`src/hw/rtl/wto_pkg.sv`:
```
// Shared types and constants for the wavetable oscillator.
`timescale 1ns / 1ps

package wto_pkg;

  // Fixed field and register widths of the stream and configuration ports.
  localparam int unsigned TABLE_INDEX_W = 12;
  localparam int unsigned TABLE_WORD_W  = 16;
  localparam int unsigned FREQ_W        = 32;
  localparam int unsigned SAMPLE_W      = 16;
  localparam int unsigned IN_TDATA_W    = 64;
  localparam int unsigned OUT_TDATA_W   = 16;
  localparam int unsigned CFG_IDX_W     = 2;
  localparam int unsigned CFG_DATA_W    = 32;
  localparam int unsigned CFG_LEN_W     = 13;
  localparam int unsigned START_PHASE_W = 16;

  // Register values after reset.
  localparam int unsigned TABLE_LENGTH_RST     = 4096;
  localparam logic [31:0] LENGTH_OVER_RATE_RST = 32'd1431656;
  localparam logic        INTERPOLATE_RST      = 1'b1;

  // Bit position of the fixed-point product that lines up with the phase LSB.
  localparam int unsigned INCR_ALIGN = 40;

  // Kind of an input beat, carried on tuser.
  typedef enum logic {
    ACT_WRITE = 1'b0,
    ACT_TICK  = 1'b1
  } act_e;

  // Configuration register indexes.
  typedef enum logic [CFG_IDX_W-1:0] {
    CFG_TABLE_LENGTH     = 2'd0,
    CFG_LENGTH_OVER_RATE = 2'd1,
    CFG_INTERPOLATE      = 2'd2,
    CFG_START_PHASE      = 2'd3
  } cfg_reg_e;

  // Commands to the phase reduction unit.
  typedef struct packed {
    logic start;
    logic abort;
  } mod_ctl_t;

endpackage

```
`src/hw/rtl/wto_phase_mod.sv`:
```
// Iterative remainder unit that folds the phase index into a new table length.
`timescale 1ns / 1ps

module wto_phase_mod #(
  parameter int unsigned AW = 12,
  parameter int unsigned LW = 13
) (
  input  logic              clk_i,
  input  logic              rst_ni,
  input  wto_pkg::mod_ctl_t ctl_i,
  input  logic [LW-1:0]     len_i,
  input  logic [AW-1:0]     idx_i,
  output logic              busy_o,
  output logic              done_o,
  output logic [AW-1:0]     rem_o
);

  localparam int unsigned SW = (AW > 1) ? $clog2(AW) : 1;
  localparam int unsigned WW = AW + LW;

  logic          busy_q, busy_d;
  logic [SW-1:0] step_q, step_d;
  logic [AW-1:0] rem_q, rem_d, rem_step;
  logic [LW-1:0] len_q, len_d;
  logic [WW-1:0] cand;
  logic [WW-1:0] rem_ext;
  logic [WW-1:0] rem_sub;

  // One restoring step: subtract the length shifted to the current bit if it fits.
  always_comb begin
    rem_ext  = {{LW{1'b0}}, rem_q};
    cand     = {{AW{1'b0}}, len_q} << step_q;
    rem_sub  = rem_ext - cand;
    rem_step = (rem_ext >= cand) ? rem_sub[AW-1:0] : rem_q;
  end

  assign done_o = busy_q && (step_q == '0);
  assign busy_o = busy_q;
  assign rem_o  = rem_step;

  // Sequencer: load on start, stop on abort, walk the bit positions down to zero.
  always_comb begin
    busy_d = busy_q;
    step_d = step_q;
    rem_d  = rem_q;
    len_d  = len_q;
    if (ctl_i.start) begin
      busy_d = 1'b1;
      step_d = SW'(AW - 1);
      rem_d  = idx_i;
      len_d  = len_i;
    end else if (ctl_i.abort) begin
      busy_d = 1'b0;
    end else if (busy_q) begin
      rem_d = rem_step;
      if (step_q == '0) begin
        busy_d = 1'b0;
      end else begin
        step_d = step_q - SW'(1);
      end
    end
  end

  always_ff @(posedge clk_i or negedge rst_ni) begin
    if (!rst_ni) begin
      busy_q <= 1'b0;
      step_q <= '0;
    end else begin
      busy_q <= busy_d;
      step_q <= step_d;
    end
  end

  always_ff @(posedge clk_i) begin
    rem_q <= rem_d;
    len_q <= len_d;
  end

  // The finished remainder is always below the length it was reduced by.
  assert property (@(posedge clk_i) disable iff (!rst_ni)
    done_o && !ctl_i.start && !ctl_i.abort |-> ({{LW{1'b0}}, rem_o} < {{AW{1'b0}}, len_q}))
    else $error("phase remainder not below table length");

  // A finished reduction leaves the unit idle.
  assert property (@(posedge clk_i) disable iff (!rst_ni)
    done_o && !ctl_i.start |=> !busy_q)
    else $error("reduction unit still busy after its last step");

  // A start always makes the unit busy on the next cycle.
  assert property (@(posedge clk_i) disable iff (!rst_ni)
    ctl_i.start |=> busy_q)
    else $error("reduction unit did not start");

endmodule

```
`config.mk`:
```
export PLATFORM = sky130hd
export DESIGN_NAME = wto_phase_mod
export DESIGN_NICKNAME = d
export VERILOG_FILES = /design/src/hw/rtl/wto_pkg.sv /design/src/hw/rtl/wto_phase_mod.sv
export SDC_FILE = /design/constraint.sdc
export NUM_CORES = 1
export LEC_CHECK = 0
export BUFFER_PORTS_ARGS = -buffer_cell sky130_fd_sc_hd__buf_2
export CORE_ASPECT_RATIO = 0.8
export CORE_UTILIZATION = 28
export CTS_CLUSTER_SIZE = 25
export DETAILED_ROUTE_END_ITERATION = 6
export GPL_TIMING_DRIVEN = 0
export PLACE_DENSITY = 0.48
export SLEW_MARGIN = 30
export SYNTH_ARGS = -nofsm -noshare
export SYNTH_HDL_FRONTEND = slang
export SYNTH_SLANG_ARGS = --single-unit
```
`constraint.sdc`:
```
create_clock -name clk_i -period 5.5 [get_ports clk_i]
set_input_delay 1.1 -clock clk_i [delete_from_list [all_inputs] [get_ports clk_i]]
set_output_delay 1.1 -clock clk_i [all_outputs]
set_load 0.02 [all_outputs]
```
==> Word-level counts from Yosys, hierarchy flattened <==
Index checks and enable logic that the tools add are counted.
{ "op_classes": {"addsub": 2, "n_lt_le_gt_ge": 1, "n_eq_ne": 2, "shift": 1, "muxes": 12, "reduce_logical": 5} }
{ "ops": {"columns": ["operator", "n"], "rows": [
  ["two-way mux 12 bit", 4],
  [">= comparator 12 x 25 -> 1 bit", 1],
  ["<< shifter 13 x 4 -> 25 bit", 1],
  ["two-way mux 4 bit", 4],
  ["subtractor 12 bit", 1],
  ["zero test 4 bit", 1],
  ["two-way mux 1 bit", 4],
  ["subtractor 4 x 1 -> 4 bit, second input constant", 1],
  ["AND reduction 3 bit", 1],
  ["!= test 2 x 1 -> 1 bit, second input constant", 1],
  ["!= test 2 bit, second input constant", 1],
  ["AND reduction 2 bit", 1],
  ["nonzero test 2 bit", 1],
  ["logical AND 1 bit", 1]
]} }
{ "totals": {"reg_bits": 30, "inputBits": 29, "output_inout_bits": 14, "wordCells": 27} }

==> Longest topological paths before layout <==
Gate-level depths: netlist (run 1).
{ "logic_depth": {"ltp_word": 6, "ltp_mapped": 17, "depth_no_buf": 13} }

==> Worst setup path after synthesis (run 1) <==
OpenSTA, ideal clock, no wires.
{ "synth_path": {"kind": "register to output", "startpoint": "register step_q[1]", "endpoint": "output rem_o[10]", "arrival_ns": 3.342, "required_ns": 4.400, "path_slack_ns": 1.058, "stages_incl_launch_ff": 13, "path_buffers": 3, "path_cell_list": "dfrtp_1 -> buf_1 -> clkbuf_1 -> mux2i_1 -> nand2_1 -> ha_1 -> o21a_1 -> o31a_1 -> o31a_1 -> o41ai_2 -> a211oi_4 -> buf_6 -> mux2_1"} }
{ "synth_between": {"elab_chain_cells": 3, "elab_cells_between_ends": 4, "classes_between": "add/sub (1); order compare (1); shift (1); mux (1)"} }
{ "synth_rtl": {"columns": ["element", "line", "text"], "rows": [
  ["from (decl)", "wto_phase_mod.sv:22", "logic [SW-1:0] step_q, step_d;"],
  ["from (signal assigned)", "wto_phase_mod.sv:70", "step_q <= step_d;"],
  ["<< shifter 13 x 4 -> 25 bit *", "wto_phase_mod.sv:32", "cand = {{AW{1'b0}}, len_q} << step_q;"],
  [">= comparator 12 x 25 -> 1 bit or subtractor 12 bit (tied branches)", "wto_phase_mod.sv:34, wto_phase_mod.sv:33", null],
  ["two-way mux 12 bit *", "wto_phase_mod.sv:34", "rem_step = (rem_ext >= cand) ? rem_sub[AW-1:0] : rem_q;"],
  ["to (decl)", "wto_phase_mod.sv:15", "output logic [AW-1:0] rem_o"]
]} }
Every way passes the cells marked *; elsewhere a longest branch is shown, timed or not.

==> Worst setup path after layout (run 1) <==
{ "layout_path": {"startpoint": "register step_q[1]", "endpoint": "output rem_o[9]"} }
Same word-level chain as after synthesis.

==> results of run 1 <==
==> critical path, stage by stage (launching register included) <==
cell	delay, ps
dfrtp_1	560
inv_2	270
mux4_2	560
or2_2	300
ha_1	350
nand4_1	170
nor2_1	140
o31a_1	210
o41ai_4	130
a211oi_4	400
buf_6	220
mux2_1	370
buf_2	170
==> synthesized netlist by cell type (3+ instances only) <==
library cell / number / area [um^2]
a21oi_1: 13 / 65.1
a31oi_1: 5 / 31.3
buf_6: 3 / 33.8
clkbuf_1: 3 / 11.3
dfrtp_1: 5 / 125
edfxtp_1: 25 / 751
ha_1: 13 / 163
inv_1: 7 / 26.3
mux2_2: 21 / 236
mux2i_1: 18 / 180
mux4_2: 7 / 158
nand2_1: 22 / 82.6
nand2b_1: 5 / 31.3
nand4_1: 3 / 18.8
nor2_1: 18 / 67.6
nor2b_1: 3 / 18.8
nor3_1: 5 / 25.0
o21a_1: 3 / 22.5
o21ai_0: 8 / 40.0
or2_2: 4 / 25.0
xnor2_1: 9 / 78.8
==> report_power, final <==
| group | switching, mW | internal (mW) | total (mW) |
|---|---|---|---|
| Sequential | 0.0212 | 0.271 | 0.292 |
| Combinational | 0.141 | 0.118 | 0.259 |
| Clock | 0.110 | 0.258 | 0.368 |
| Total | 0.272 | 0.647 | 0.919 |
==> cell type report <==
class / count / area share [%]
Clock buffer: 5 / 4.00
Clock inverter: 3 / 2.04
Tap cell: 112 / 4.48
Multi-Input combinational cell: 196 / 51.4
Inverter: 10 / 1.20
Timing Repair Buffer: 42 / 6.72
Buffer: 10 / 2.16
Sequential cell: 30 / 28.0
==> kinds of logic (layout without fill, tap and decap cells) <==
group / Yosys count / count (layout) / share of synthesized area (%)
compound gates: 50 / 50 / 13.9
xor+xnor: 11 / 11 / 3.74
fa+ha+maj: 14 / 14 / 7.09
buf+inv: 21 / 70 / 4.18
flops: 30 / 30 / 34.0
mux: 48 / 48 / 23.2
simple gates: 73 / 73 / 14.0
==> path summary, 6_finish.rpt <==
check	depth (start not counted)	to	slack (ps)
worst max-delay path	12	rem_o[9]	270
worst min-delay path	1	busy_o$_DFF_PN0_	630
worst max register to register	12	rem_q[9]$_DFFE_PP_	1310
worst min register to register	2	rem_q[6]$_DFFE_PP_	730
max in group asynchronous	1	step_q[2]$_DFFE_PN0P_	4720
min in group clk_i	2	rem_q[6]$_DFFE_PP_	730
==> flip-flops by register name, summed over array words and instances, names as in the netlist <==
signal / cells
busy_o: 1
len_q: 13
rem_q: 12
step_q: 4
==> layer usage <==
metal / up-vias / share of wire [%]
met1: 996 / 55
met3: 2 / 4.6
met4: 0 / 0.63
met5: - / 0
li1: 1042 / -
met2: 54 / 40
==> stage by stage <==
step | total power, mW | hold WS [ps]
after floorplan | 0.481 | 709
after global placement | 0.549 | 719
after detailed placement | 0.550 | 721
after CTS | 0.921 | 628
after global routing | 0.965 | 624
final | 0.919 | 630
==> repair_timing <==
action,4_1_cts,5_1_grt
hold endpoints to repair,0,0
setup endpoints to repair,1,6
resized for setup,0,4
==> flow_summary_export.csv, run 1 <==
group,metric,value,unit
outcome,status,"finished, final reports clean",
min_path,hp-class,"primary input to asynchronous set/reset pin",
power_and_ir_drop,leakagePower,1.25,nW
sta,timing.final.crit_share,95.1,%
final_layout,multi_input_comb_area,0.00161,mm^2
final_layout,area_delta_synth_final,21.4,%
final_layout,register_area,876,um^2
die,pin_count,43,
route,finalWirelength,6.70,mm
sta,worst_pin_slew,560,ps
setup_path,cp-startpoint,"step_q[1]$_DFFE_PN0P_",
die,die_x,109,um
global_routing,grt_pass1_vias,2024,
final_layout,layout_commonest_cell,"buf_2",
final_layout,final_nets,338,
setup_path,arrival,4130,ps
final_layout,mostFrequentLayoutCells,"buf_2, edfxtp_1, nand2_1",
synthesis,ys_seq_elements,30,
synthesis,syn_nets,290,
final_layout,finalNonFillerCells,408,
global_routing,antenna_found_initial,0,
setup_path,critPathMaxFanout,12,
flow_run,maxCapViolCount,0,
placement,dp_slack,314,ps
cts,cts_htree_levels,2,
synthesis,seq_area_frac_synth,34.0,%
final_layout,final_area,0.00313,mm^2
die,core_area,0.00871,mm^2
setup_path,rr_startpoint,"step_q[1]$_DFFE_PN0P_",
die,start_util,29.6,%
power_and_ir_drop,powerDensity,294,mW/mm^2
synthesis,synth_warnings,0,
final_layout,drive_gt1_share,32.4,%
global_routing,gr-usage-met1,23.1,%
setup_path,cp-start-kind,"flip-flop",
cts,cts_setup_buffers,0,
route,dr.pass1.iters,4,
placement,port_buffers,42,
setup_path,worst_setup_path_end_kind,"output pin",
global_routing,grt_pass1_wl,10.6,mm
synthesis,synthFlopType,"edfxtp_1",
sta,slew_viol_final,0,
cts,cts-root-buf,"clkbuf_16",
die,die_area,0.00960,mm^2
synthesis,ys_types,55,
placement,place_area,0.00293,mm^2
cts,clockBufferDepth,2,
synthesis,netlist_instances,247,
synthesis,synthArstFlopShare,16.7,%
placement,place.detailed.hpwl,5.16,mm
sta,setup_viol,0,
sta,fmax,0.191,GHz
route,antenna_left,0,
setup_path,crit_required,4400,ps
sta,setup_ws,271,ps
global_routing,grt-ovfl-total,0,
global_routing,grt_use_met2,20.4,%
sta,final_hold_viol_count,0,
cts,clock_latency,280,ps
cts,path_clk_slew,60,ps
cts,cts_hold_buf,0,
route,drt_iter0_markers,206,
setup_path,critPathKind,"flip-flop to output pin",
sta,tns,0,ps
global_routing,top_usage_layer,"met1",
die,rows,30,
sta,rsz0062_at_grt,"no",
synthesis,synth_area_per_cell,10.4,um^2
placement,routabilityCongestion,0.833,
route,wire_per_inst,16.4,um
sta,relSlewSlack,62.6,%
route,viasPerCell,5.13,
final_layout,final_util,35.9,%
placement,dpl.cell_count,401,
route,vias,2094,
global_routing,gr-usage-all-layers,14.8,%
synthesis,synth_area,0.00258,mm^2
global_routing,grt_max_degree,17,
route,drc,0,
sta,clock_skew,8.81,ps
sta,fin_crit,5230,ps
final_layout,fillCellCount,920,
final_layout,num_antenna_cells,0,
die,die_h,87.8,um
cts,cts_sinks,30,
power_and_ir_drop,irDropWorstVdd,0.115,mV
synthesis,synth_edf_count,25,
cts,cts_tree,"yes",
cts,cts_buffers,5,
global_routing,grt_use_met3,2.53,%
No activity file was read; power rests on OpenSTA's default activity.
==> inputs of run 2 (changes only) <==
- CTS_BUF_LIST: default -> sky130_fd_sc_hd__clkbuf_8
==> flow_summary_export.csv, run 2 (same netlist as run 1, synthesis figures left out) <==
group,metric,value,unit
outcome,status,"finished, final reports clean",
power_and_ir_drop,irDropWorstVdd,0.135,mV
sta,final_hold_viol_count,0,
setup_path,arrival,4150,ps
sta,setup_ws,251,ps
cts,cts_resized,0,
setup_path,crit_family,"compound AO/OA/AOI/OAI gates",
final_layout,layout_commonest_cell,"buf_2",
global_routing,grt_pass1_vias,2021,
route,viasPerCell,5.22,
sta,tns,0,ps
min_path,hp-class,"primary input to asynchronous set/reset pin",
die,pin_count,43,
setup_path,cp-start-kind,"flip-flop",
setup_path,r2r_slack,1310,ps
cts,clock_latency,300,ps
die,die_area,0.00960,mm^2
die,die_h,87.8,um
final_layout,mostFrequentLayoutCells,"buf_2, edfxtp_1, nand2_1",
cts,cts_sinks,30,
global_routing,antenna_found_initial,0,
die,start_util,29.6,%
setup_path,critPathMaxFanout,10,
final_layout,register_area,877,um^2
setup_path,cp-startpoint,"step_q[0]$_DFFE_PN0P_",
route,wire_per_inst,16.6,um
setup_path,max_stage_delay,440,ps
setup_path,critPathKind,"flip-flop to output pin",
final_layout,multi_input_comb_area,0.00161,mm^2
placement,routabilityCongestion,0.833,
final_layout,fillCellCount,924,
final_layout,num_antenna_cells,0,
placement,dp_slack,314,ps
setup_path,reg2regPathDepth,16,
sta,slew_viol_final,0,
sta,setup_viol,0,
final_layout,largest-register,"len_q",
sta,fmax,0.191,GHz
final_layout,drive_gt1_share,32.1,%
placement,place.detailed.hpwl,5.16,mm
route,finalWirelength,6.76,mm
global_routing,grt_max_degree,17,
cts,cts_tree,"yes",
setup_path,crit_required,4400,ps
power_and_ir_drop,powerDensity,271,mW/mm^2
setup_path,crit_slowest_cell,"o41ai_4",
die,die_x,109,um
sta,relSlewSlack,62.5,%
placement,port_buffers,42,
sta,timing.final.crit_share,95.4,%
final_layout,final_nets,338,
setup_path,critical_path.cell_chain,"buf_6 > buf_6 > buf_2 > buf_2 > nor2_1 > nand2_1 > nor3_1 > ha_1 > nor2b_1 > o31a_1 > o31a_1 > o41ai_4 > a211oi_4 > buf_6 > mux2_1 > buf_2",
route,antenna_left,0,
die,core_area,0.00871,mm^2
sta,worst_pin_slew,560,ps
sta,clock_skew,9.37,ps
final_layout,reg.largest.list,"len_q: 13 flops, rem_q: 12 flops, step_q: 4 flops",
power_and_ir_drop,leakagePower,1.22,nW
setup_path,worst_setup_path_end_kind,"output pin",
cts,cts_setup_buffers,0,
cts,cts_buffers,5,
setup_path,critPathCapture,"rem_o[9]",
setup_path,cp_num_buf_inv,6,
die,rows,30,
cts,path_clk_slew,80,ps
global_routing,grt-ovfl-total,0,
cts,cts_htree_levels,2,
route,drc,0,
cts,cts-root-buf,"clkbuf_8",
cts,cts_hold_buf,0,
cts,clockBufferDepth,2,
final_layout,largest_reg_flops,13,
global_routing,grt_pass1_wl,10.6,mm
flow_run,maxCapViolCount,0,
sta,hold_ws,610,ps
route,drt_iter0_markers,143,
final_layout,area_delta_synth_final,19.1,%
sta,rsz0062_at_grt,"no",
sta,fin_crit,5250,ps
setup_path,crit_cells,16,
setup_path,r2r-end,"rem_q[9]$_DFFE_PP_",
setup_path,rr_startpoint,"step_q[0]$_DFFE_PN0P_",
route,vias,2130,
route,dr.pass1.iters,4,
global_routing,gr-usage-all-layers,14.8,%
-- run 2: worst min-delay path by stage --
stage	start	to	slack, ps
2_1_floorplan	rem_q[7]$_DFFE_PP_	rem_q[7]$_DFFE_PP_	710
3_5_place_dp	rem_q[6]$_DFFE_PP_	rem_q[6]$_DFFE_PP_	720
4_1_cts	rst_ni	busy_o$_DFF_PN0_	610
5_1_grt	rst_ni	busy_o$_DFF_PN0_	600
6_report	rst_ni	busy_o$_DFF_PN0_	610
3_3_place_gp	busy_o$_DFF_PN0_	busy_o$_DFF_PN0_	720
-- run 2: area by class of cell --
type	count	share of cell area (%)
clock buffers	5	2.24
plain buffers	10	2.16
inverters	10	1.22
flip-flops and latches	30	28.6
repair buffers	42	6.85
well taps	112	4.57
clock inverters	3	2.08
multi-input cells	196	52.3
-- run 2: metal layers --
metal  vias up  GRT usage (%)  part of all wire (%)
li1       1032              -                     -
met3         6           2.53                   5.7
met2        67           20.5                    40
met1      1025           23.0                    53
met4         0           4.00                  0.92
met5         -              0                     0
-- run 2: power breakdown --
group / total (mW) / leakage (nW) / internal [mW] / switching (mW)
clock network: 0.281 / 0.0658 / 0.180 / 0.102
logic: 0.259 / 0.850 / 0.117 / 0.141
registers: 0.292 / 0.301 / 0.271 / 0.0215
-- run 2: worst reg2reg max path: stages, from the launching register on --
cell      delay [ps]
dfrtp_1          380
buf_6            140
buf_6            150
buf_2            190
buf_2            220
nor2_1           140
nand2_1          120
nor3_1           310
ha_1             260
nor2b_1           60
o31a_1           280
o31a_1           300
o41ai_4          440
a211oi_4         160
buf_6            180
mux2_1           360
mux2_2           270
-- run 2: per-stage QoR --
| step | std cells | utilization [%] | cell area [um^2] | total power [mW] |
|---|---|---|---|---|
| CTS | 408 | 35.1 | 3060 | 0.834 |
| finish | 408 | 35.2 | 3070 | 0.833 |
| global route | 408 | 35.2 | 3070 | 0.876 |
| floorplan | 247 | - | 2580 | 0.481 |
| global placement | 401 | 33.6 | 2930 | 0.549 |
| detailed placement | 401 | 33.6 | 2930 | 0.550 |
==> inputs of run 3 (changes only) <==
- PLACE_DENSITY: 0.48 -> 0.5
- clock period: 5.5 -> 4.74 ns (I/O delays scaled with it)
==> flow_summary_export.csv, run 3 (same netlist as run 1, synthesis figures left out) <==
group,metric,value,unit
outcome,status,"finished, final reports clean",
setup_path,worst_setup_path_end_kind,"output pin",
final_layout,layout_commonest_cell,"buf_2",
route,finalWirelength,6.96,mm
cts,cts_tree,"yes",
placement,port_buffers,42,
setup_path,cp-start-kind,"flip-flop",
final_layout,mostFrequentLayoutCells,"buf_2, edfxtp_1, nand2_1",
cts,cts_htree_levels,2,
setup_path,crit_top_cell,"buf_6",
sta,setup_viol,0,
placement,place.detailed.hpwl,5.06,mm
sta,worst_pin_slew,570,ps
sta,clock_skew,10.4,ps
power_and_ir_drop,powerDensity,299,mW/mm^2
power_and_ir_drop,leakagePower,1.40,nW
final_layout,drive_gt1_share,42.5,%
power_and_ir_drop,irDropWorstVdd,0.134,mV
sta,slew_viol_final,0,
sta,final_hold_viol_count,0,
cts,clock_latency,290,ps
final_layout,largest-register,"len_q",
route,drt_iter0_markers,101,
global_routing,antenna_found_initial,0,
sta,timing.final.crit_share,98.2,%
final_layout,final_nets,357,
route,antenna_left,0,
global_routing,gr-usage-all-layers,15.0,%
sta,rsz0062_at_grt,"yes",
placement,dp_slack,-302,ps
final_layout,largest_reg_flops,13,
die,pin_count,43,
setup_path,crit_required,3790,ps
die,start_util,29.6,%
setup_path,critPathMaxFanout,7,
sta,setup_ws,84.4,ps
die,rows,30,
cts,cts-root-buf,"clkbuf_8",
die,core_area,0.00871,mm^2
route,vias,2173,
die,die_h,87.8,um
die,die_x,109,um
global_routing,grt-ovfl-total,0,
min_path,hp-class,"primary input to asynchronous set/reset pin",
placement,place_area,0.00293,mm^2
route,viasPerCell,5.09,
setup_path,crit_slowest_cell,"mux4_2",
global_routing,grt_pass1_wl,10.8,mm
global_routing,grt_pass1_vias,2072,
setup_path,critPathKind,"flip-flop to output pin",
placement,routabilityCongestion,0.830,
sta,fin_crit,4660,ps
flow_run,maxCapViolCount,0,
route,wire_per_inst,16.3,um
setup_path,critical_path.cell_chain,"buf_6 > buf_12 > mux2i_1 > mux4_2 > or2_4 > ha_4 > nand4_1 > nor2_1 > o31a_1 > o41ai_4 > a211oi_4 > buf_6 > mux2_4 > buf_6",
cts,path_clk_slew,80,ps
route,dr.pass1.iters,4,
sta,relSlewSlack,61.9,%
final_layout,reg.largest.list,"len_q: 13 flops, rem_q: 12 flops, step_q: 4 flops",
route,drc,0,
sta,tns,0,ps
cts,cts_buffers,5,
cts,cts_hold_buf,0,
setup_path,arrival,3710,ps
global_routing,grt_max_degree,17,
cts,clockBufferDepth,2,
final_layout,area_delta_synth_final,35.3,%
sta,fmax,0.215,GHz
setup_path,max_stage_delay,490,ps
die,die_area,0.00960,mm^2
setup_path,reg2regPathDepth,14,
final_layout,num_antenna_cells,0,
final_layout,final_area,0.00349,mm^2
cts,cts_sinks,30,
==> run 3: changes by cell type in the layout (fill, tap and decap cells not counted), sizes merged <==
cell,delta
buf,+17
clkbuf,+3
clkinv,-1
==> run 3: critical path: cells and delay by family, from the launching register on <==
| kind | cells | cell delay, ps |
|---|---|---|
| flops | 1 | 370 |
| buf+inv | 4 | 600 |
| simple gates | 3 | 550 |
| fa+ha+maj | 1 | 280 |
| compound gates | 3 | 690 |
| mux | 3 | 910 |
==> run 3: through the flow <==
step,power (mW),utilization (%),cells,hold WS [ps]
finish,1.04,40.1,427,456
global route,1.10,40.1,427,452
CTS,1.00,37.1,415,448
detailed placement,0.637,33.6,401,719
global placement,0.635,33.6,401,719
floorplan,0.558,-,247,652
==> run 3: final timing paths <==
check                                      startpoint                     to  slack, ps
worst max-delay path            step_q[0]$_DFFE_PN0P_               rem_o[8]         80
worst min-delay path                           rst_ni       busy_o$_DFF_PN0_        460
worst max register to register  step_q[0]$_DFFE_PN0P_    rem_q[10]$_DFFE_PP_        960
worst min register to register       busy_o$_DFF_PN0_       busy_o$_DFF_PN0_        730
max in group asynchronous                      rst_ni  step_q[2]$_DFFE_PN0P_       4140
min in group clk_i                   busy_o$_DFF_PN0_       busy_o$_DFF_PN0_        730
==> run 3: what timing repair did <==
item | in CTS | in global routing
setup buffers | 5 | 11
endpoints found under the setup margin | 12 | 12
resized for setup | 27 | 45
pin swaps | 6 | 7
gates cloned | 1 | 1
==> run 3: power by group <==
part | switching [mW] | leakage, nW | internal, mW
combinational | 0.181 | 1.03 | 0.190
sequential | 0.0246 | 0.301 | 0.315
clock | 0.107 | 0.0714 | 0.224
total | 0.312 | 1.40 | 0.729
==> run 3: final cells by class <==
type	count	area, um^2
Clock buffer	6	82.6
Sequential cell	30	876
Timing Repair Buffer	60	442
Inverter	10	37.5
Tap cell	112	140
Multi-Input combinational cell	196	1750
Buffer	11	104
Clock inverter	2	60.1
Fill cell	884	5220
==> run 3: layer usage <==
layer | global-route usage, % | routed length [um]
met5 | 0 | 0
met4 | 4.00 | 46
met3 | 3.05 | 406
met2 | 21.1 | 2890
met1 | 22.8 | 3610
